**src/hdl/i2c_gsr_pkg.sv**
```systemverilog
// Shared types and constants for the I2C gas sensor read master.
// No dependencies; the core, the top and the bench import this package.
package i2c_gsr_pkg;

  // Number of bytes read from the sensor per transaction (9..16)
  localparam int unsigned READ_LEN = 9;

  // Configuration register indexes and reset values
  localparam logic [1:0] CFG_ADDR_BYTE   = 2'd0;
  localparam logic [1:0] CFG_ACK_TMO     = 2'd1;
  localparam logic [1:0] CFG_STRETCH_TMO = 2'd2;

  localparam logic [7:0]  ADDR_BYTE_RST   = 8'hB5;
  localparam logic [15:0] ACK_TMO_RST     = 16'd250;
  localparam logic [15:0] STRETCH_TMO_RST = 16'd1000;

  typedef enum logic [1:0] {
    ERR_NONE    = 2'd0,
    ERR_ACK     = 2'd1,
    ERR_STRETCH = 2'd2
  } err_e;

  typedef struct packed {
    logic [7:0]  read_address_byte;
    logic [15:0] ack_timeout_ticks;
    logic [15:0] stretch_timeout_ticks;
  } cfg_t;

  typedef struct packed {
    logic start_read;
    logic sda_sample;
    logic scl_sample;
  } item_t;

  typedef struct packed {
    logic        scl_level;
    logic        scl_drive_enable;
    logic        sda_level;
    logic        sda_drive_enable;
    logic        busy_res;
    logic        done_res;
    logic [1:0]  error_code;
    logic        reading_valid;
    logic [15:0] co2_value;
    logic [15:0] voc_value;
  } res_t;

endpackage

```
**src/hdl/i2c_gsr_if.sv**
```systemverilog
// Valid/ready channel interfaces for the I2C gas sensor read master.
// Depends on nothing; payload widths follow the sampled bus and result words.
interface i2c_gsr_in_if;
  logic valid;
  logic ready;
  logic start_read;
  logic sda_sample;
  logic scl_sample;

  modport source (output valid, output start_read, output sda_sample, output scl_sample,
                  input ready);
  modport sink (input valid, input start_read, input sda_sample, input scl_sample,
                output ready);
endinterface

interface i2c_gsr_out_if;
  logic        valid;
  logic        ready;
  logic        scl_level;
  logic        scl_drive_enable;
  logic        sda_level;
  logic        sda_drive_enable;
  logic        busy_res;
  logic        done_res;
  logic [1:0]  error_code;
  logic        reading_valid;
  logic [15:0] co2_value;
  logic [15:0] voc_value;

  modport source (output valid, output scl_level, output scl_drive_enable, output sda_level,
                  output sda_drive_enable, output busy_res, output done_res,
                  output error_code, output reading_valid, output co2_value,
                  output voc_value, input ready);
  modport sink (input valid, input scl_level, input scl_drive_enable, input sda_level,
                input sda_drive_enable, input busy_res, input done_res,
                input error_code, input reading_valid, input co2_value,
                input voc_value, output ready);
endinterface

```
**src/hdl/i2c_gsr_core.sv**
```systemverilog
// Bus sequencer: advances the I2C read transaction by one tick per step.
// Depends on i2c_gsr_pkg for the item, config and result types.
module i2c_gsr_core (
  input  logic               clk_i,
  input  logic               rst_ni,
  input  logic               step_en_i,
  input  i2c_gsr_pkg::item_t item_i,
  input  i2c_gsr_pkg::cfg_t  cfg_i,
  output i2c_gsr_pkg::res_t  res_o
);
  import i2c_gsr_pkg::*;

  typedef enum logic [2:0] {
    PH_IDLE, PH_START, PH_SEND, PH_WAITACK, PH_RECV, PH_ACKOUT, PH_STOP
  } phase_e;

  localparam logic [4:0] ReadLen = 5'(READ_LEN);

  phase_e      phase_q, phase_d;
  logic [2:0]  sub_q, sub_d;
  logic [3:0]  bit_cnt_q, bit_cnt_d;
  logic [3:0]  byte_idx_q, byte_idx_d;
  logic [7:0]  shift_q, shift_d;
  logic [15:0] wait_q, wait_d;
  logic [15:0] co2_q, co2_d;
  logic [15:0] voc_q, voc_d;
  logic        scl_lvl_q, scl_lvl_d, scl_en_q, scl_en_d;
  logic        sda_lvl_q, sda_lvl_d, sda_en_q, sda_en_d;
  err_e        err_q, err_d;
  logic        vld_q, vld_d;
  logic        byte_wr;
  logic [7:0]  b0_q, b1_q, b2_q, b7_q, b8_q;

  // Next state and result for one tick
  always_comb begin
    logic       last;
    logic       done;
    err_e       err_out;
    logic       vld_out;
    logic [7:0] shifted;
    logic [3:0] bit_inc;

    phase_d    = phase_q;
    sub_d      = sub_q;
    bit_cnt_d  = bit_cnt_q;
    byte_idx_d = byte_idx_q;
    shift_d    = shift_q;
    wait_d     = wait_q;
    co2_d      = co2_q;
    voc_d      = voc_q;
    scl_lvl_d  = scl_lvl_q;
    scl_en_d   = scl_en_q;
    sda_lvl_d  = sda_lvl_q;
    sda_en_d   = sda_en_q;
    err_d      = err_q;
    vld_d      = vld_q;
    byte_wr    = 1'b0;
    done       = 1'b0;
    err_out    = ERR_NONE;
    vld_out    = 1'b0;
    last       = ({1'b0, byte_idx_q} + 5'd1) >= ReadLen;
    shifted    = {shift_q[6:0], item_i.sda_sample};
    bit_inc    = bit_cnt_q + 4'd1;

    if (step_en_i) begin
      unique case (phase_q)
        PH_IDLE: begin
          if (item_i.start_read) begin
            phase_d = PH_START;
            sub_d   = 3'd0;
            err_d   = ERR_NONE;
            vld_d   = 1'b0;
          end
        end
        PH_START: begin
          sub_d = sub_q + 3'd1;
          case (sub_q)
            3'd0: begin
              sda_en_d = 1'b1;
              scl_en_d = 1'b1;
            end
            3'd1: sda_lvl_d = 1'b1;
            3'd2: scl_lvl_d = 1'b1;
            3'd3: sda_lvl_d = 1'b0;
            default: begin
              scl_lvl_d = 1'b0;
              phase_d   = PH_SEND;
              sub_d     = 3'd0;
              shift_d   = cfg_i.read_address_byte;
              bit_cnt_d = 4'd0;
            end
          endcase
        end
        PH_SEND: begin
          case (sub_q)
            3'd0: begin
              sda_en_d = 1'b1;
              sub_d    = 3'd1;
            end
            3'd1: begin
              scl_lvl_d = 1'b0;
              sub_d     = 3'd2;
            end
            3'd2: begin
              sda_lvl_d = shift_q[7];
              shift_d   = {shift_q[6:0], 1'b0};
              sub_d     = 3'd3;
            end
            3'd3: begin
              scl_lvl_d = 1'b1;
              sub_d     = 3'd4;
            end
            default: begin
              scl_lvl_d = 1'b0;
              bit_cnt_d = bit_inc;
              if (bit_inc >= 4'd8) begin
                phase_d = PH_WAITACK;
                sub_d   = 3'd0;
              end else begin
                sub_d = 3'd2;
              end
            end
          endcase
        end
        PH_WAITACK: begin
          case (sub_q)
            3'd0: begin
              scl_lvl_d = 1'b0;
              sub_d     = 3'd1;
            end
            3'd1: begin
              sda_en_d = 1'b0;
              sub_d    = 3'd2;
            end
            3'd2: begin
              scl_lvl_d = 1'b1;
              wait_d    = '0;
              sub_d     = 3'd3;
            end
            default: begin
              // Slave pulls SDA low to acknowledge; otherwise count toward timeout
              if (!item_i.sda_sample) begin
                scl_lvl_d  = 1'b0;
                phase_d    = PH_RECV;
                sub_d      = 3'd0;
                byte_idx_d = 4'd0;
              end else if (wait_q >= cfg_i.ack_timeout_ticks) begin
                err_d   = ERR_ACK;
                phase_d = PH_STOP;
                sub_d   = 3'd0;
              end else begin
                wait_d = wait_q + 16'd1;
              end
            end
          endcase
        end
        PH_RECV: begin
          case (sub_q)
            3'd0: begin
              sda_en_d  = 1'b0;
              bit_cnt_d = 4'd0;
              shift_d   = 8'd0;
              sub_d     = 3'd1;
            end
            3'd1: begin
              scl_en_d  = 1'b1;
              scl_lvl_d = 1'b0;
              sub_d     = 3'd2;
            end
            3'd2: begin
              scl_lvl_d = 1'b1;
              sub_d     = 3'd3;
            end
            3'd3: begin
              scl_en_d = 1'b0;
              wait_d   = '0;
              sub_d    = 3'd4;
            end
            default: begin
              // Sample the bit once the slave releases SCL
              if (item_i.scl_sample) begin
                shift_d   = shifted;
                scl_en_d  = 1'b1;
                bit_cnt_d = bit_inc;
                if (bit_inc >= 4'd8) begin
                  byte_wr = 1'b1;
                  phase_d = PH_ACKOUT;
                  sub_d   = 3'd0;
                end else begin
                  sub_d = 3'd1;
                end
              end else if (wait_q >= cfg_i.stretch_timeout_ticks) begin
                scl_en_d = 1'b1;
                err_d    = ERR_STRETCH;
                phase_d  = PH_STOP;
                sub_d    = 3'd0;
              end else begin
                wait_d = wait_q + 16'd1;
              end
            end
          endcase
        end
        PH_ACKOUT: begin
          case (sub_q)
            3'd0: begin
              scl_lvl_d = 1'b0;
              sub_d     = 3'd1;
            end
            3'd1: begin
              sda_en_d  = 1'b1;
              sda_lvl_d = last;
              sub_d     = 3'd2;
            end
            3'd2: begin
              scl_lvl_d = 1'b1;
              sub_d     = 3'd3;
            end
            default: begin
              scl_lvl_d = 1'b0;
              sub_d     = 3'd0;
              if (last) begin
                if (err_q == ERR_NONE && b2_q == 8'd0) begin
                  co2_d = {b0_q, b1_q};
                  voc_d = {b7_q, b8_q};
                  vld_d = 1'b1;
                end
                phase_d = PH_STOP;
              end else begin
                byte_idx_d = byte_idx_q + 4'd1;
                phase_d    = PH_RECV;
              end
            end
          endcase
        end
        PH_STOP: begin
          sub_d = sub_q + 3'd1;
          case (sub_q)
            3'd0: begin
              sda_en_d = 1'b1;
              scl_en_d = 1'b1;
            end
            3'd1: scl_lvl_d = 1'b0;
            3'd2: sda_lvl_d = 1'b0;
            3'd3: scl_lvl_d = 1'b1;
            default: begin
              sda_lvl_d = 1'b1;
              done      = 1'b1;
              err_out   = err_q;
              vld_out   = vld_q;
              phase_d   = PH_IDLE;
              sub_d     = 3'd0;
            end
          endcase
        end
        default: begin
          phase_d = PH_IDLE;
          sub_d   = 3'd0;
        end
      endcase
    end

    res_o.scl_level        = scl_lvl_d;
    res_o.scl_drive_enable = scl_en_d;
    res_o.sda_level        = sda_lvl_d;
    res_o.sda_drive_enable = sda_en_d;
    res_o.busy_res         = (phase_d != PH_IDLE);
    res_o.done_res         = done;
    res_o.error_code       = err_out;
    res_o.reading_valid    = vld_out;
    res_o.co2_value        = co2_d;
    res_o.voc_value        = voc_d;
  end

  // Hold sequencer state
  always_ff @(posedge clk_i or negedge rst_ni) begin
    if (!rst_ni) begin
      phase_q    <= PH_IDLE;
      sub_q      <= '0;
      bit_cnt_q  <= '0;
      byte_idx_q <= '0;
      shift_q    <= '0;
      wait_q     <= '0;
      co2_q      <= '0;
      voc_q      <= '0;
      scl_lvl_q  <= 1'b1;
      scl_en_q   <= 1'b1;
      sda_lvl_q  <= 1'b1;
      sda_en_q   <= 1'b1;
      err_q      <= ERR_NONE;
      vld_q      <= 1'b0;
    end else begin
      phase_q    <= phase_d;
      sub_q      <= sub_d;
      bit_cnt_q  <= bit_cnt_d;
      byte_idx_q <= byte_idx_d;
      shift_q    <= shift_d;
      wait_q     <= wait_d;
      co2_q      <= co2_d;
      voc_q      <= voc_d;
      scl_lvl_q  <= scl_lvl_d;
      scl_en_q   <= scl_en_d;
      sda_lvl_q  <= sda_lvl_d;
      sda_en_q   <= sda_en_d;
      err_q      <= err_d;
      vld_q      <= vld_d;
    end
  end

  function automatic logic [7:0] shifted_byte(input logic [7:0] s, input logic b);
    return {s[6:0], b};
  endfunction

  // Keep only the received bytes that feed the readings
  always_ff @(posedge clk_i) begin
    if (byte_wr) begin
      case (byte_idx_q)
        4'd0: b0_q <= shifted_byte(shift_q, item_i.sda_sample);
        4'd1: b1_q <= shifted_byte(shift_q, item_i.sda_sample);
        4'd2: b2_q <= shifted_byte(shift_q, item_i.sda_sample);
        4'd7: b7_q <= shifted_byte(shift_q, item_i.sda_sample);
        4'd8: b8_q <= shifted_byte(shift_q, item_i.sda_sample);
        default: ;
      endcase
    end
  end

`ifndef NO_ASSERTIONS
  // An error code is only reported on the finishing tick
  a_err_with_done: assert property (@(posedge clk_i) disable iff (!rst_ni)
    res_o.error_code != ERR_NONE |-> res_o.done_res)
    else $error("error code without done");

  // A fresh reading is never flagged on an aborted transaction
  a_valid_no_err: assert property (@(posedge clk_i) disable iff (!rst_ni)
    res_o.reading_valid |-> res_o.done_res && res_o.error_code == ERR_NONE)
    else $error("reading valid with error or without done");

  // Finishing a transaction returns the sequencer to idle
  a_done_idle: assert property (@(posedge clk_i) disable iff (!rst_ni)
    step_en_i && res_o.done_res |=> phase_q == PH_IDLE)
    else $error("done without returning to idle");

  // Idle without a request stays idle
  a_idle_hold: assert property (@(posedge clk_i) disable iff (!rst_ni)
    step_en_i && phase_q == PH_IDLE && !item_i.start_read |=> phase_q == PH_IDLE)
    else $error("left idle without a start request");

  // Byte index stays inside the read length
  a_byte_idx: assert property (@(posedge clk_i) disable iff (!rst_ni)
    phase_q == PH_RECV || phase_q == PH_ACKOUT |-> {1'b0, byte_idx_q} < ReadLen)
    else $error("byte index past read length");
`endif

endmodule

```
**src/hdl/i2c_gas_sensor_read_master_top.sv**
```systemverilog
// I2C gas sensor read master
// --------------------------
// Input channel req_i carries one bus tick per word: start_read plus the
// sampled SDA and SCL levels. Output channel res_o returns exactly one word
// per input word: SCL/SDA levels and drive enables for that tick, busy,
// a done pulse with error code (0 none, 1 ack timeout, 2 stretch timeout)
// and reading_valid, and the last accepted CO2 and VOC readings.
// Configuration: cfg_we_i writes cfg_data_i into register cfg_idx_i
// (0 address byte, 1 ack timeout, 2 stretch timeout); other indexes are
// ignored. Write only while no tick is in flight.
// Timing: a word accepted into the input register is stepped through the
// sequencer and captured in the result register, and shown on res_o from
// then on until taken. Throughput: one word per cycle while res_o is not
// stalled; a single sequencer step lies between input and result registers.
// Reset drives both lines high, clears the readings and returns to idle.
// When the receiver stalls, the result register holds and the input
// register fills; req_i.ready drops once both are occupied.
// Depends on i2c_gsr_pkg, i2c_gsr_if and i2c_gsr_core.
module i2c_gas_sensor_read_master_top (
  input  logic          clk_i,
  input  logic          rst_ni,
  i2c_gsr_in_if.sink    req_i,
  i2c_gsr_out_if.source res_o,
  input  logic          cfg_we_i,
  input  logic [1:0]    cfg_idx_i,
  input  logic [15:0]   cfg_data_i
);
  import i2c_gsr_pkg::*;

  cfg_t  cfg_q;
  item_t item_q;
  logic  in_vld_q;
  res_t  res_d, res_q;
  logic  out_vld_q;
  logic  adv;
  logic  step_en;

  // Advance when the result register is free or being drained
  assign adv        = !out_vld_q || res_o.ready;
  assign step_en    = in_vld_q && adv;
  assign req_i.ready = !in_vld_q || adv;

  // Configuration registers
  always_ff @(posedge clk_i or negedge rst_ni) begin
    if (!rst_ni) begin
      cfg_q.read_address_byte     <= ADDR_BYTE_RST;
      cfg_q.ack_timeout_ticks     <= ACK_TMO_RST;
      cfg_q.stretch_timeout_ticks <= STRETCH_TMO_RST;
    end else if (cfg_we_i) begin
      unique case (cfg_idx_i)
        CFG_ADDR_BYTE:   cfg_q.read_address_byte     <= cfg_data_i[7:0];
        CFG_ACK_TMO:     cfg_q.ack_timeout_ticks     <= cfg_data_i;
        CFG_STRETCH_TMO: cfg_q.stretch_timeout_ticks <= cfg_data_i;
        default: ;
      endcase
    end
  end

  // Input register
  always_ff @(posedge clk_i or negedge rst_ni) begin
    if (!rst_ni) begin
      in_vld_q <= 1'b0;
    end else if (req_i.ready) begin
      in_vld_q <= req_i.valid;
    end
  end

  always_ff @(posedge clk_i) begin
    if (req_i.ready && req_i.valid) begin
      item_q <= '{start_read: req_i.start_read, sda_sample: req_i.sda_sample,
                  scl_sample: req_i.scl_sample};
    end
  end

  i2c_gsr_core u_core (
    .clk_i     (clk_i),
    .rst_ni    (rst_ni),
    .step_en_i (step_en),
    .item_i    (item_q),
    .cfg_i     (cfg_q),
    .res_o     (res_d)
  );

  // Result register
  always_ff @(posedge clk_i or negedge rst_ni) begin
    if (!rst_ni) begin
      out_vld_q <= 1'b0;
    end else if (adv) begin
      out_vld_q <= in_vld_q;
    end
  end

  always_ff @(posedge clk_i) begin
    if (step_en) begin
      res_q <= res_d;
    end
  end

  assign res_o.valid            = out_vld_q;
  assign res_o.scl_level        = res_q.scl_level;
  assign res_o.scl_drive_enable = res_q.scl_drive_enable;
  assign res_o.sda_level        = res_q.sda_level;
  assign res_o.sda_drive_enable = res_q.sda_drive_enable;
  assign res_o.busy_res         = res_q.busy_res;
  assign res_o.done_res         = res_q.done_res;
  assign res_o.error_code       = res_q.error_code;
  assign res_o.reading_valid    = res_q.reading_valid;
  assign res_o.co2_value        = res_q.co2_value;
  assign res_o.voc_value        = res_q.voc_value;

endmodule

```
**src/flat_wrapper.sv**
```systemverilog
// flat-port wrapper written by rule: the top's interface ports become plain ports
module i2c_gas_sensor_read_master_top_flat import i2c_gsr_pkg::*;
  (clk_i, rst_ni, cfg_we_i, cfg_idx_i, cfg_data_i, req_i_valid, req_i_start_read, req_i_sda_sample, req_i_scl_sample, req_i_ready, res_o_valid, res_o_scl_level, res_o_scl_drive_enable, res_o_sda_level, res_o_sda_drive_enable, res_o_busy_res, res_o_done_res, res_o_error_code, res_o_reading_valid, res_o_co2_value, res_o_voc_value, res_o_ready);
  i2c_gsr_in_if req_i_i ();
  i2c_gsr_out_if res_o_i ();
  input  logic clk_i;
  input  logic rst_ni;
  input  logic cfg_we_i;
  input  logic [1:0] cfg_idx_i;
  input  logic [15:0] cfg_data_i;
  input wire logic [$bits(req_i_i.valid)-1:0] req_i_valid;
  input wire logic [$bits(req_i_i.start_read)-1:0] req_i_start_read;
  input wire logic [$bits(req_i_i.sda_sample)-1:0] req_i_sda_sample;
  input wire logic [$bits(req_i_i.scl_sample)-1:0] req_i_scl_sample;
  output wire logic [$bits(req_i_i.ready)-1:0] req_i_ready;
  output wire logic [$bits(res_o_i.valid)-1:0] res_o_valid;
  output wire logic [$bits(res_o_i.scl_level)-1:0] res_o_scl_level;
  output wire logic [$bits(res_o_i.scl_drive_enable)-1:0] res_o_scl_drive_enable;
  output wire logic [$bits(res_o_i.sda_level)-1:0] res_o_sda_level;
  output wire logic [$bits(res_o_i.sda_drive_enable)-1:0] res_o_sda_drive_enable;
  output wire logic [$bits(res_o_i.busy_res)-1:0] res_o_busy_res;
  output wire logic [$bits(res_o_i.done_res)-1:0] res_o_done_res;
  output wire logic [$bits(res_o_i.error_code)-1:0] res_o_error_code;
  output wire logic [$bits(res_o_i.reading_valid)-1:0] res_o_reading_valid;
  output wire logic [$bits(res_o_i.co2_value)-1:0] res_o_co2_value;
  output wire logic [$bits(res_o_i.voc_value)-1:0] res_o_voc_value;
  input wire logic [$bits(res_o_i.ready)-1:0] res_o_ready;
  assign req_i_i.valid = req_i_valid;
  assign req_i_i.start_read = req_i_start_read;
  assign req_i_i.sda_sample = req_i_sda_sample;
  assign req_i_i.scl_sample = req_i_scl_sample;
  assign req_i_ready = req_i_i.ready;
  assign res_o_valid = res_o_i.valid;
  assign res_o_scl_level = res_o_i.scl_level;
  assign res_o_scl_drive_enable = res_o_i.scl_drive_enable;
  assign res_o_sda_level = res_o_i.sda_level;
  assign res_o_sda_drive_enable = res_o_i.sda_drive_enable;
  assign res_o_busy_res = res_o_i.busy_res;
  assign res_o_done_res = res_o_i.done_res;
  assign res_o_error_code = res_o_i.error_code;
  assign res_o_reading_valid = res_o_i.reading_valid;
  assign res_o_co2_value = res_o_i.co2_value;
  assign res_o_voc_value = res_o_i.voc_value;
  assign res_o_i.ready = res_o_ready;
  i2c_gas_sensor_read_master_top u_core (.clk_i(clk_i), .rst_ni(rst_ni), .req_i(req_i_i), .res_o(res_o_i), .cfg_we_i(cfg_we_i), .cfg_idx_i(cfg_idx_i), .cfg_data_i(cfg_data_i));
endmodule
```
**config.mk**
```make
export PLATFORM = sky130hd
export DESIGN_NAME = i2c_gas_sensor_read_master_top_flat
export DESIGN_NICKNAME = d
export VERILOG_FILES = /design/src/hdl/i2c_gsr_pkg.sv /design/src/hdl/i2c_gsr_if.sv /design/src/hdl/i2c_gsr_core.sv /design/src/hdl/i2c_gas_sensor_read_master_top.sv /design/src/flat_wrapper.sv
export SDC_FILE = /design/constraint.sdc
export NUM_CORES = 1
export LEC_CHECK = 0
export BUFFER_PORTS_ARGS = -buffer_cell sky130_fd_sc_hd__buf_2
export CAP_MARGIN = 15
export CORE_MARGIN = 2
export CORE_UTILIZATION = 50
export DETAILED_ROUTE_END_ITERATION = 12
export PLACE_DENSITY = 0.72
export SLEW_MARGIN = 0
export SYNTH_ARGS = -nofsm -noshare
export SYNTH_HDL_FRONTEND = slang
export SYNTH_SLANG_ARGS = --single-unit
```
**constraint.sdc**
```tcl
create_clock -name clk_i -period 10.8 [get_ports clk_i]
set_input_delay 1.08 -clock clk_i [delete_from_list [all_inputs] [get_ports clk_i]]
set_output_delay 1.08 -clock clk_i [all_outputs]
set_load 0.02 [all_outputs]
```
==> results of run 1 <==
==> how the worst max path moves through the flow <==
stage / start / to / slack (ns) / cells after the start
3_5_place_dp: u_core.u_core.sub_q[2]$_DFFE_PN0P_ / u_core.u_core.wait_q[8]$_DFFE_PN0P_ / 7.27 / 8
3_3_place_gp: u_core.u_core.sub_q[2]$_DFFE_PN0P_ / u_core.u_core.wait_q[4]$_DFFE_PN0P_ / 7.33 / 8
5_1_grt: u_core.u_core.sub_q[2]$_DFFE_PN0P_ / u_core.u_core.wait_q[8]$_DFFE_PN0P_ / 6.85 / 8
2_1_floorplan: res_o_ready / u_core.u_core.b7_q[0]$_DFFE_PP_ / 6.51 / 7
4_1_cts: u_core.u_core.sub_q[2]$_DFFE_PN0P_ / u_core.u_core.wait_q[8]$_DFFE_PN0P_ / 7.24 / 8
6_report: u_core.u_core.sub_q[2]$_DFFE_PN0P_ / u_core.u_core.wait_q[8]$_DFFE_PN0P_ / 7.16 / 8
==> cells in the mapped netlist, types with 9 or more instances <==
master,n,area (µm²)
sky130_fd_sc_hd__o21ai_1,16,80.08
sky130_fd_sc_hd__mux2_1,30,337.8
sky130_fd_sc_hd__nand2_1,63,236.5
sky130_fd_sc_hd__edfxtp_1,84,2522
sky130_fd_sc_hd__nand3_1,25,125.1
sky130_fd_sc_hd__o21ai_0,24,120.1
sky130_fd_sc_hd__dfstp_2,21,551.8
sky130_fd_sc_hd__mux2_2,45,506.7
sky130_fd_sc_hd__ha_1,44,550.5
sky130_fd_sc_hd__inv_1,41,153.9
sky130_fd_sc_hd__buf_2,9,45.04
sky130_fd_sc_hd__and2_1,11,68.82
sky130_fd_sc_hd__dfrtp_1,98,2452
sky130_fd_sc_hd__a31oi_1,11,68.82
sky130_fd_sc_hd__nor3_1,15,75.07
sky130_fd_sc_hd__a21oi_1,37,185.2
sky130_fd_sc_hd__nand2b_1,13,81.33
sky130_fd_sc_hd__a22oi_1,10,75.07
sky130_fd_sc_hd__nor2_1,26,97.59
sky130_fd_sc_hd__clkbuf_1,18,67.56
==> layout make-up <==
type | count | area, µm² | area share
tap | 234 | 292.8 | 0.02750
sequential | 203 | 5527 | 0.5190
antenna | 1 | 2.502 | 0.0002350
inverter | 41 | 153.9 | 0.01445
clock buffer | 37 | 628.1 | 0.05899
multi-input combinational | 493 | 3630 | 0.3409
timing repair buffer | 74 | 385.4 | 0.03619
clock inverter | 5 | 28.78 | 0.002703
==> cell families after synthesis <==
| kind of cell | synth area share |
|---|---|
| DFF | 0.5850 |
| AOI/OAI and AO/OA | 0.1112 |
| muxes | 0.09416 |
| and+or+nand+nor | 0.1177 |
| xor gates and xnor gates | 0.001854 |
| adders and majority gates | 0.05827 |
| buffers and inverters | 0.03178 |
==> sequential cells by signal, summed over array words and instances (netlist names), 2 cells and up <==
name                      flops
u_core.u_core.wait_q         16
u_core.res_o.error_code       2
u_core.u_core.byte_idx_q      4
u_core.u_core.bit_cnt_q       4
u_core.item_q                 3
u_core.u_core.voc_q          16
u_core.u_core.phase_q         3
u_core.cfg_q                 40
u_core.u_core.b1_q            8
u_core.u_core.b2_q            8
u_core.res_o.co2_value       16
u_core.u_core.err_q           2
u_core.u_core.b7_q            8
u_core.u_core.co2_q          16
u_core.u_core.b0_q            8
u_core.u_core.b8_q            8
u_core.res_o.voc_value       16
u_core.u_core.shift_q         8
u_core.u_core.sub_q           3
==> metal layers <==
metal  GRT usage  up-vias
li1            -     2988
met1      0.2603     3114
met2      0.3375      202
met3     0.03409       47
met4     0.07105        0
met5           0        -
==> report_power, final <==
part	switching [µW]	internal [µW]
clock network	290	397
registers	111	923
logic	411	238
total	811	1560
==> worst max-delay path, stage by stage, from the launching register on <==
cell	delay [ns]
sky130_fd_sc_hd__dfrtp_1	0.63
sky130_fd_sc_hd__inv_1	0.20
sky130_fd_sc_hd__ha_1	0.34
sky130_fd_sc_hd__nand2_1	0.15
sky130_fd_sc_hd__a21boi_1	0.85
sky130_fd_sc_hd__nand2_1	0.11
sky130_fd_sc_hd__a21oi_1	0.69
sky130_fd_sc_hd__or4b_1	0.51
sky130_fd_sc_hd__nand3_1	0.09
==> stage by stage <==
stage          cells  hold slack, ns  utilization  total power (µW)  setup slack, ns
2_1_floorplan    769          0.4503            -              1498            6.515
3_3_place_gp    1044          0.4631       0.5355              1669            7.331
3_5_place_dp    1044          0.4725       0.5355              1684            7.266
4_1_cts         1086          0.4725       0.5707              2376            7.237
5_1_grt         1088          0.4988       0.5711              2502            6.853
6_report        1088          0.4687       0.5711              2369            7.157
==> impl_summary.log, run 1 <==
[metrics] fin area: around 11000 µm²
[metrics] leakage power total: approximately 0.0045 µW
[metrics] status: finished clean
[metrics] antenna violation net count after detailed routing: 0
[metrics] worst-case clock skew: 0.01012 ns
[metrics] Final GP Congestion: 0.8907
[metrics] clock sinks: 203
[metrics] final number of setup-violating endpoints: 0
[metrics] critical path peak fanout: 15
[metrics] half-perimeter wire length of the detailed placement result: 13.15 mm
[metrics] Met1 Routed Length: 8.198 mm
[metrics] area of the die: 20010 µm²
[metrics] H-tree level count: 1
[metrics] largest net degree at the start of global routing: between 60 and 70
[metrics] vertical extent of the die: 141.5 µm
[metrics] Post-Syn Area: around 9400 µm²
[metrics] total grt overflow: 0
[metrics] wire length of the first global-routing pass: 32.06 mm
[metrics] Yosys warnings: 0
[metrics] CTS clk-pin slew, worst paths: 0.06 ns
[metrics] final layout net count: 906
[metrics] hold path cells: 1
[metrics] routed length per instance: approximately 18 µm
[metrics] Max-Cap Viols: 0
[metrics] primary flip-flop cell chosen by synthesis mapping: sky130_fd_sc_hd__dfrtp_1
[metrics] Synth Register Bits: between 200 and 250
[metrics] post-DR vias/cell: 5.837
[metrics] number of core rows: 50
[metrics] antenna violations before repair: 1
[metrics] largest buffer count on any clock path: 3
[metrics] final hold violations: 0
[metrics] CTS tree: yes
[metrics] Worst-Skew Late Latency: approximately 0.51 ns
[metrics] number of buffers inserted to repair setup after CTS: 0
[metrics] number of different library cells in the post-synthesis netlist: 79
[metrics] setup repair after global routing missed its margin: no
[metrics] endpoint class of the critical path: flop
[metrics] WL final: between 15 and 20 mm
[metrics] total power per unit cell area: 222.5 nW/µm²
[metrics] iteration count of the initial detailed-routing pass: 5
[metrics] arrival time of the worst setup path: 4.08 ns
[metrics] count of buffers inserted at the top-level ports: between 60 and 70
[metrics] Hold Buf Count CTS: 0
[metrics] actual slew at the worst max-slew pin: ~1.1 ns
[metrics] Tmin final: roughly 3.6 ns
[metrics] slack of the worst reg-to-reg path: 7.16 ns
[metrics] ys async rst share: 0.5862
[metrics] standard cell area after detailed placement: 9983 µm²
[metrics] min-delay src: u_core.in_vld_q$_DFFE_PN0N_
[metrics] Hold EP: u_core.res_o.valid$_DFFE_PN0P_
[metrics] remaining design rule violation count: 0
[metrics] Max Clock Freq: 274.5 MHz
[metrics] Worst R2R Start: u_core.u_core.sub_q[2]$_DFFE_PN0P_
[metrics] post-synthesis net count: approximately 840
[metrics] critical path class: flop to flop
[metrics] area grow syn2layout: 12.70%
[metrics] register area share after synthesis: 0.5850
[metrics] class of the worst hold path: flop to flop
[metrics] required time worst endpoint: roughly 11 ns
[metrics] # fillers: between 1500 and 2000
[metrics] commonest non-fill, non-tap cell in the layout: sky130_fd_sc_hd__dfrtp_1
[metrics] Cells after Synth: 769
[metrics] horizontal die dimension: between 100 and 150 µm
[metrics] ports placed on the boundary: 69
[metrics] area inside the core boundary: 18640 µm²
[metrics] maximum vdd ir drop: 0.1180 mV
[metrics] Post-synth EDFFs: 84
[metrics] top sig layer: met4
[metrics] buffer type at the clock tree root: sky130_fd_sc_hd__clkbuf_16
[metrics] initial standard-cell utilization of the core: 0.5068
[metrics] via count of the first global-routing pass: 6383
[metrics] fraction of layout instances using a drive strength above 1: 0.2169
[metrics] depth of the worst register-to-register path: 8
[metrics] all-layer global routing usage: 0.1992
[metrics] startpoint types: flop
[metrics] met3 wirelength from detailed routing: approximately 1.2 mm
[metrics] headroom to the max-slew limit: 0.2426
[metrics] number of clock buffers inserted by TritonCTS: 23
[metrics] Reg-to-Reg End: u_core.u_core.wait_q[8]$_DFFE_PN0P_
[metrics] Setup Total Neg Slack: 0 ns
[metrics] total length of routed met2 wires: about 9.6 mm
[metrics] initial drt markers: 431
[metrics] fin crit share: 0.3373
[metrics] mean instance size in the synthesized netlist: between 10 and 15 µm²
[metrics] Resize count post-CTS: 0
[metrics] final count of pins violating max slew: 0
[metrics] vias post-DR: 6351
[metrics] leading cell types in the layout, fill and taps excluded: sky130_fd_sc_hd__dfrtp_1, sky130_fd_sc_hd__edfxtp_1, sky130_fd_sc_hd__buf_2
(Power assumes the default switching activity.)
==> run 2: changes to the inputs <==
==> constraint.sdc (replaced) <==
create_clock -name clk_i -period 3.77 [get_ports clk_i]
set_input_delay 0.377 -clock clk_i [delete_from_list [all_inputs] [get_ports clk_i]]
set_output_delay 0.377 -clock clk_i [all_outputs]
set_load 0.02 [all_outputs]
==> run 2 against run 1 <==
Effect of this change: routed wire length is 1.3% higher; clock skew decreased by 0.00074 ns; global-route usage up 0.34 points; critical path depth grew 1; hold slack lost 0.41 ns; setup slack worse by 6.6 ns; count of clock-buffer cells in the layout shrank 8; combinational power rose to 2.9 times the previous value; via count is 0.17% lower; critical endpoint is now u_core.u_core.wait_q[4]$_DFFE_PN0P_; highest routed layer unchanged.
==> impl_summary.log, run 2 (same netlist as run 1, synthesis figures left out) <==
[metrics] Worst-Skew Late Latency: 0.50 ns (was 0.51 ns)
[metrics] routed length per instance: 18.08 µm (was 17.96 µm)
[metrics] vertical extent of the die: 141.5 µm (unchanged)
[metrics] largest buffer count on any clock path: 3 (unchanged)
[metrics] cell type group with the largest total delay on the critical path: compound AO/OA/AOI/OAI gates (unchanged)
[metrics] class of the worst hold path: input port to flop (was flop to flop)
[metrics] antenna violation net count after detailed routing: 0 (unchanged)
[metrics] total grt overflow: 0 (unchanged)
[metrics] fin crit share: 0.8554 (was 0.3373)
[metrics] startpoint types: flop (unchanged)
[metrics] iteration count of the initial detailed-routing pass: 5 (unchanged)
[metrics] largest net degree at the start of global routing: 64 (unchanged)
[metrics] WL final: 19.80 mm (was 19.54 mm)
[metrics] required time worst endpoint: 4.20 ns (was 11.23 ns)
[metrics] maximum vdd ir drop: 0.4302 mV (was 0.1180 mV)
[metrics] CP cell instances: inv_1 -> ha_1 -> nand2_1 -> a21boi_1 -> nand2_1 -> a21oi_1 -> buf_4 -> or4b_1 -> nand3_1 (was inv_1 -> ha_1 -> nand2_1 -> a21boi_1 -> nand2_1 -> a21oi_1 -> or4b_1 -> nand3_1)
[metrics] count of buffers inserted at the top-level ports: 68 (unchanged)
[metrics] fraction of layout instances using a drive strength above 1: 0.2360 (was 0.2169)
[metrics] post-DR vias/cell: 5.790 (was 5.837)
[metrics] worst-case clock skew: 0.009378 ns (was 0.01012 ns)
[metrics] wire length of the first global-routing pass: 32.69 mm (was 32.06 mm)
[metrics] Bufs and invs on worst path: 2 (was 1)
[metrics] global-route layer with the greatest usage: met2 (unchanged)
[metrics] total power: 7156 µW (was 2369 µW)
[metrics] Resize count post-CTS: 0 (unchanged)
[metrics] area inside the core boundary: 18640 µm² (unchanged)
[metrics] final layout net count: 914 (was 906)
[metrics] # fillers: 1505 (was 1554)
[metrics] number of clock buffers inserted by TritonCTS: 22 (was 23)
[metrics] status: finished clean (unchanged)
[metrics] cell occurring most often along the worst timing path: sky130_fd_sc_hd__nand2_1 (unchanged)
[metrics] buffer type at the clock tree root: sky130_fd_sc_hd__clkbuf_16 (unchanged)
[metrics] vias post-DR: 6340 (was 6351)
[metrics] area of the die: 20010 µm² (unchanged)
[metrics] initial drt markers: 516 (was 431)
[metrics] via count of the first global-routing pass: 6270 (was 6383)
[metrics] headroom to the max-slew limit: 0.3051 (was 0.2426)
[metrics] arrival time of the worst setup path: 3.66 ns (was 4.08 ns)
[metrics] Tmin final: 3.225 ns (was 3.643 ns)
[metrics] final count of pins violating max slew: 0 (unchanged)
[metrics] leakage power total: 0.004644 µW (was 0.004518 µW)
[metrics] remaining design rule violation count: 0 (unchanged)
[metrics] setup repair after global routing missed its margin: no (unchanged)
[metrics] critical path class: flop to flop (unchanged)
[metrics] max FFs per register: 40 (unchanged)
[metrics] clock sinks: 203 (unchanged)
[metrics] Max Clock Freq: 310.1 MHz (was 274.5 MHz)
[metrics] CTS tree: yes (unchanged)
[metrics] horizontal die dimension: 141.5 µm (unchanged)
[metrics] register with the highest flop count: u_core.cfg_q (unchanged)
[metrics] final number of setup-violating endpoints: 0 (unchanged)
[metrics] met1 layer usage reported by global route: 0.2768 (was 0.2603)
[metrics] initial standard-cell utilization of the core: 0.5068 (unchanged)
[metrics] endpoint class of the critical path: flop (unchanged)
[metrics] final hold violations: 0 (unchanged)
[metrics] actual slew at the worst max-slew pin: 1.040 ns (was 1.134 ns)
[metrics] all-layer global routing usage: 0.2025 (was 0.1992)
[metrics] total power per unit cell area: 657.8 nW/µm² (was 222.5 nW/µm²)
[metrics] library cell contributing the largest single delay on the critical path: sky130_fd_sc_hd__a21boi_1 (unchanged)
[metrics] half-perimeter wire length of the detailed placement result: 13.52 mm (was 13.15 mm)
[metrics] critical path peak fanout: 15 (unchanged)
[metrics] Setup Total Neg Slack: 0 ns (unchanged)
[metrics] number of core rows: 50 (unchanged)
[metrics] Core Util, Final: 0.5836 (was 0.5711)
[metrics] commonest non-fill, non-tap cell in the layout: sky130_fd_sc_hd__dfrtp_1 (unchanged)
[metrics] H-tree level count: 1 (unchanged)
[metrics] GRT met2 Usage: 0.3314 (was 0.3375)
[metrics] Max-Cap Viols: 0 (unchanged)
[metrics] delay contributed by the slowest stage of the critical path: 0.86 ns (was 0.85 ns)
[metrics] leading cell types in the layout, fill and taps excluded: sky130_fd_sc_hd__dfrtp_1, sky130_fd_sc_hd__edfxtp_1, sky130_fd_sc_hd__buf_2 (unchanged)
[metrics] ports placed on the boundary: 69 (unchanged)
[metrics] Final GP Congestion: 0.9481 (was 0.8907)
[metrics] antenna violations before repair: 1 (unchanged)
[metrics] GR Util met3: 0.03172 (was 0.03409)
[metrics] CTS clk-pin slew, worst paths: 0.06 ns (about the same)
[metrics] area grow syn2layout: 15.15% (was 12.70%)
-- run 2: changes by cell type in the layout (fill, tap and decap cells not counted), sizes merged --
cell / delta
dlygate4sd3: +1
clkbuf: -8
buf: +8
bufinv: +3
clkinv: +3
-- run 2: final timing paths --
path | startpoint | endpoint | slack, ns | cells past startpoint
max in group asynchronous | rst_ni | u_core.cfg_q[7]$_DFFE_PN1P_ | 2.43 | 3
max | u_core.u_core.sub_q[2]$_DFFE_PN0P_ | u_core.u_core.wait_q[4]$_DFFE_PN0P_ | 0.55 | 9
min | req_i_sda_sample | u_core.item_q[1]$_DFFE_PP_ | 0.05 | 1
min in group asynchronous | rst_ni | u_core.u_core.phase_q[1]$_DFF_PN0_ | 0.49 | 2
min reg2reg | u_core.u_core.voc_q[10]$_DFF_PN0_ | u_core.u_core.voc_q[10]$_DFF_PN0_ | 0.48 | 1
max reg2reg | u_core.u_core.sub_q[2]$_DFFE_PN0P_ | u_core.u_core.wait_q[4]$_DFFE_PN0P_ | 0.55 | 9
-- run 2: repair_timing --
item                                   in CTS  in global routing
buffers inserted                            0                  0
hold buffers                                1                  0
setup endpoints to repair                   0                  0
endpoints found under the hold margin      52                  0
-- run 2: per-layer routing --
metal | wire (µm) | part of all wire | vias to the layer above
li1 | - | - | 3009
met1 | 8672 | 0.44 | 3065
met2 | 9597 | 0.48 | 219
met3 | 1001 | 0.051 | 47
met4 | 529 | 0.027 | 0
met5 | 0 | 0 | -
-- run 2: per-stage QoR --
stage / setup WS (ns) / instances / hold WS (ns) / cell area [µm²]
5_1_grt: 0.2253 / 1095 / 0.04031 / 10880
2_1_floorplan: 0.1022 / 769 / 0.08141 / 9448
4_1_cts: 0.5979 / 1093 / 0.03978 / 10870
6_report: 0.5452 / 1095 / 0.05396 / 10880
3_3_place_gp: 0.7068 / 1052 / 0.4612 / 10060
3_5_place_dp: 0.5833 / 1052 / 0.4700 / 10060
-- run 2: power by group --
group,switching [µW],internal (µW),total [µW],leakage (µW)
Combinational,1200,701,1900,0.00199
Sequential,313,2640,2960,0.00227
Clock,871,1430,2300,0.000389
-- run 2: cell type report --
type / instances / area (µm²) / area share
clock buffers: 29 / 649.4 / 0.05969
flip-flops and latches: 203 / 5527 / 0.5080
diodes: 1 / 2.502 / 0.0002300
multi-input cells: 493 / 3630 / 0.3336
inverters: 41 / 153.9 / 0.01415
well taps: 234 / 292.8 / 0.02691
clock inverters: 11 / 156.4 / 0.01438
repair buffers: 83 / 467.9 / 0.04301
==> run 3: changes to the inputs <==
==> constraint.sdc (replaced) <==
create_clock -name clk_i -period 4 [get_ports clk_i]
set_input_delay 0.4 -clock clk_i [delete_from_list [all_inputs] [get_ports clk_i]]
set_output_delay 0.4 -clock clk_i [all_outputs]
set_load 0.02 [all_outputs]
==> run 3 against run 2 <==
Effect of this change: sequential cell count is the same; first-iteration DRC count shrank 34%; critical path depth shrank 1; clock skew grew 0.011 ns; highest routed layer unchanged.
==> impl_summary.log, run 3 (same netlist as run 1, synthesis figures left out) <==
[metrics] vias post-DR: 6292 (was 6340)
[metrics] Setup Total Neg Slack: 0 ns (unchanged)
[metrics] part of the total power dissipated in the clock network: 0.341 (was 0.322)
[metrics] iteration count of the initial detailed-routing pass: 5 (unchanged)
[metrics] via count of the first global-routing pass: 6137 (was 6270)
[metrics] actual slew at the worst max-slew pin: 1.114 ns (was 1.040 ns)
[metrics] half-perimeter wire length of the detailed placement result: 13.61 mm (was 13.52 mm)
[metrics] startpoint types: flop (unchanged)
[metrics] H-tree level count: 1 (unchanged)
[metrics] antenna violations before repair: 0 (was 1)
[metrics] WL final: 19.74 mm (was 19.80 mm)
[metrics] maximum vdd ir drop: 0.3580 mV (was 0.4302 mV)
[metrics] portion of total power attributed to combinational logic: 0.260 (was 0.265)
[metrics] clock sinks: 203 (unchanged)
[metrics] Max-Cap Viols: 0 (unchanged)
[metrics] Max Clock Freq: 294.1 MHz (was 310.1 MHz)
[metrics] DP Worst Slack: 0.7017 ns (was 0.5833 ns)
[metrics] cell occurring most often along the worst timing path: sky130_fd_sc_hd__nand2_1 (unchanged)
[metrics] all-layer global routing usage: 0.2014 (was 0.2025)
[metrics] max FFs per register: 40 (unchanged)
[metrics] fraction of layout instances using a drive strength above 1: 0.2378 (was 0.2360)
[metrics] Antenna diodes: 0 (was 1)
[metrics] Switch Pwr: 2244 µW (was 2383 µW)
[metrics] wire length of the first global-routing pass: 32.33 mm (was 32.69 mm)
[metrics] setup repair after global routing missed its margin: no (unchanged)
[metrics] Final Instance Count excl. Fillers: 1096 (was 1095)
[metrics] post-DR vias/cell: 5.741 (was 5.790)
[metrics] Worst-Skew Late Latency: 0.53 ns (was 0.50 ns)
[metrics] delay contributed by the slowest stage of the critical path: 0.90 ns (was 0.86 ns)
[metrics] leakage power total: 0.004672 µW (was 0.004644 µW)
[metrics] Final GP Congestion: 0.8983 (was 0.9481)
[metrics] buffer type at the clock tree root: sky130_fd_sc_hd__clkbuf_16 (unchanged)
[metrics] headroom to the max-slew limit: 0.2558 (was 0.3051)
[metrics] status: finished clean (unchanged)
[metrics] final count of pins violating max slew: 0 (unchanged)
[metrics] count of buffers inserted at the top-level ports: 68 (unchanged)
[metrics] horizontal die dimension: 141.5 µm (unchanged)
[metrics] CTS tree: yes (unchanged)
[metrics] library cell contributing the largest single delay on the critical path: sky130_fd_sc_hd__a21boi_1 (unchanged)
[metrics] # fillers: 1499 (was 1505)
[metrics] Bufs and invs on worst path: 1 (was 2)
[metrics] area of the die: 20010 µm² (unchanged)
[metrics] number of clock buffers inserted by TritonCTS: 23 (was 22)
[metrics] CTS clk-pin slew, worst paths: 0.06 ns (about the same)
[metrics] largest net degree at the start of global routing: 70 (was 64)
[metrics] number of core rows: 50 (unchanged)
[metrics] required time worst endpoint: 4.44 ns (was 4.20 ns)
[metrics] class of the worst hold path: input port to async pin (was input port to flop)
[metrics] fraction of power spent switching nets: 0.3245 (was 0.3329)
[metrics] ports placed on the boundary: 69 (unchanged)
[metrics] total power per unit cell area: 633.0 nW/µm² (was 657.8 nW/µm²)
[metrics] initial drt markers: 341 (was 516)
[metrics] critical path peak fanout: 15 (unchanged)
[metrics] commonest non-fill, non-tap cell in the layout: sky130_fd_sc_hd__dfrtp_1 (unchanged)
[metrics] final number of setup-violating endpoints: 0 (unchanged)
[metrics] critical path class: flop to flop (unchanged)
[metrics] cell type group with the largest total delay on the critical path: compound AO/OA/AOI/OAI gates (unchanged)
[metrics] remaining design rule violation count: 0 (unchanged)
[metrics] least setup slack across all paths after layout: 0.6001 ns (was 0.5452 ns)
[metrics] vertical extent of the die: 141.5 µm (unchanged)
[metrics] Tmin final: 3.400 ns (was 3.225 ns)
[metrics] final hold violations: 0 (unchanged)
[metrics] routed length per instance: 18.01 µm (was 18.08 µm)
[metrics] leading cell types in the layout, fill and taps excluded: sky130_fd_sc_hd__dfrtp_1, sky130_fd_sc_hd__edfxtp_1, sky130_fd_sc_hd__buf_2 (unchanged)
[metrics] worst-case clock skew: 0.01996 ns (was 0.009378 ns)
[metrics] area inside the core boundary: 18640 µm² (unchanged)
[metrics] part of the total power dissipated in sequential elements: 0.398 (was 0.413)
[metrics] area grow syn2layout: 15.64% (was 15.15%)
[metrics] Hold Buf Count CTS: 0 (was 1)
[metrics] number of buffers inserted to repair setup after CTS: 0 (unchanged)
[metrics] fin crit share: 0.8500 (was 0.8554)
[metrics] register with the highest flop count: u_core.cfg_q (unchanged)
[metrics] number of placed instances with taps included: 1054 (was 1052)
[metrics] endpoint class of the critical path: flop (unchanged)
[metrics] final layout net count: 915 (was 914)
[metrics] initial standard-cell utilization of the core: 0.5068 (unchanged)
[metrics] antenna violation net count after detailed routing: 0 (unchanged)
[metrics] total grt overflow: 0 (unchanged)
[metrics] CP cell instances: inv_1 -> ha_1 -> nand2_1 -> a21boi_1 -> nand2_1 -> a21oi_1 -> or4b_1 -> nand3_1 (was inv_1 -> ha_1 -> nand2_1 -> a21boi_1 -> nand2_1 -> a21oi_1 -> buf_4 -> or4b_1 -> nand3_1)
[metrics] largest buffer count on any clock path: 3 (unchanged)
[metrics] design internal power: 4672 µW (was 4774 µW)
[metrics] arrival time of the worst setup path: 3.84 ns (was 3.66 ns)
[metrics] Resize count post-CTS: 0 (unchanged)
-- run 3: cell types whose count changed in the layout (fill, tap and decap cells not counted), sizes merged --
| cell | previous run | this run |
|---|---|---|
| clkinv | 6 | 4 |
| dlygate4sd3 | 1 | 0 |
| buf | 82 | 83 |
| diode | 1 | 0 |
| bufinv | 3 | 6 |
| clkbuf | 29 | 30 |
-- run 3: per-stage QoR --
| stage | total power (µW) | hold WS [ns] | cell area (µm²) | utilization |
|---|---|---|---|---|
| 2_1_floorplan | 4043 | 0.1044 | 9448 | - |
| 3_3_place_gp | 4550 | 0.4658 | 10060 | 0.5395 |
| 3_5_place_dp | 4569 | 0.4697 | 10060 | 0.5395 |
| 4_1_cts | 6941 | 0.04372 | 10930 | 0.5860 |
| 5_1_grt | 7305 | 0.05425 | 10930 | 0.5860 |
| 6_report | 6916 | 0.001526 | 10930 | 0.5860 |
-- run 3: cell type report --
| type | count | area (µm²) | share of cell area |
|---|---|---|---|
| inverters | 41 | 153.9 | 0.01409 |
| clock buffers | 30 | 641.9 | 0.05875 |
| flip-flops and latches | 203 | 5527 | 0.5058 |
| clock inverters | 12 | 225.2 | 0.02061 |
| well taps | 234 | 292.8 | 0.02680 |
| multi-input cells | 493 | 3630 | 0.3322 |
| repair buffers | 83 | 455.4 | 0.04169 |
-- run 3: path summary, 6_finish.rpt --
check / depth (start not counted) / to / slack (ns) / startpoint
setup / recovery: 8 / u_core.u_core.wait_q[8]$_DFFE_PN0P_ / 0.60 / u_core.u_core.sub_q[2]$_DFFE_PN0P_
hold / removal: 1 / u_core.u_core.phase_q[0]$_DFF_PN0_ / 0.002 / rst_ni
setup reg to reg: 8 / u_core.u_core.wait_q[8]$_DFFE_PN0P_ / 0.60 / u_core.u_core.sub_q[2]$_DFFE_PN0P_
hold reg to reg: 1 / u_core.u_core.voc_q[7]$_DFF_PN0_ / 0.48 / u_core.u_core.b8_q[7]$_DFFE_PP_
max in group asynchronous: 2 / u_core.cfg_q[20]$_DFFE_PN1P_ / 3.15 / rst_ni
min in group clk_i: 1 / u_core.item_q[0]$_DFFE_PP_ / 0.06 / req_i_scl_sample
-- run 3: routing by layer --
| metal | global-route usage | part of all wire |
|---|---|---|
| met1 | 0.2701 | 0.44 |
| met2 | 0.3401 | 0.49 |
| met3 | 0.03274 | 0.053 |
| met4 | 0.06053 | 0.023 |
| met5 | 0 | 0 |
-- run 3: power groups by stage --
stage / Clock [µW] / Combinational (µW) / Sequential, µW
after global routing: 2500 / 2020 / 2790
after global placement: 0 / 1760 / 2790
after floorplan: 0 / 1340 / 2710
after detailed placement: 0 / 1780 / 2790
final: 2360 / 1800 / 2760
after CTS: 2400 / 1790 / 2750
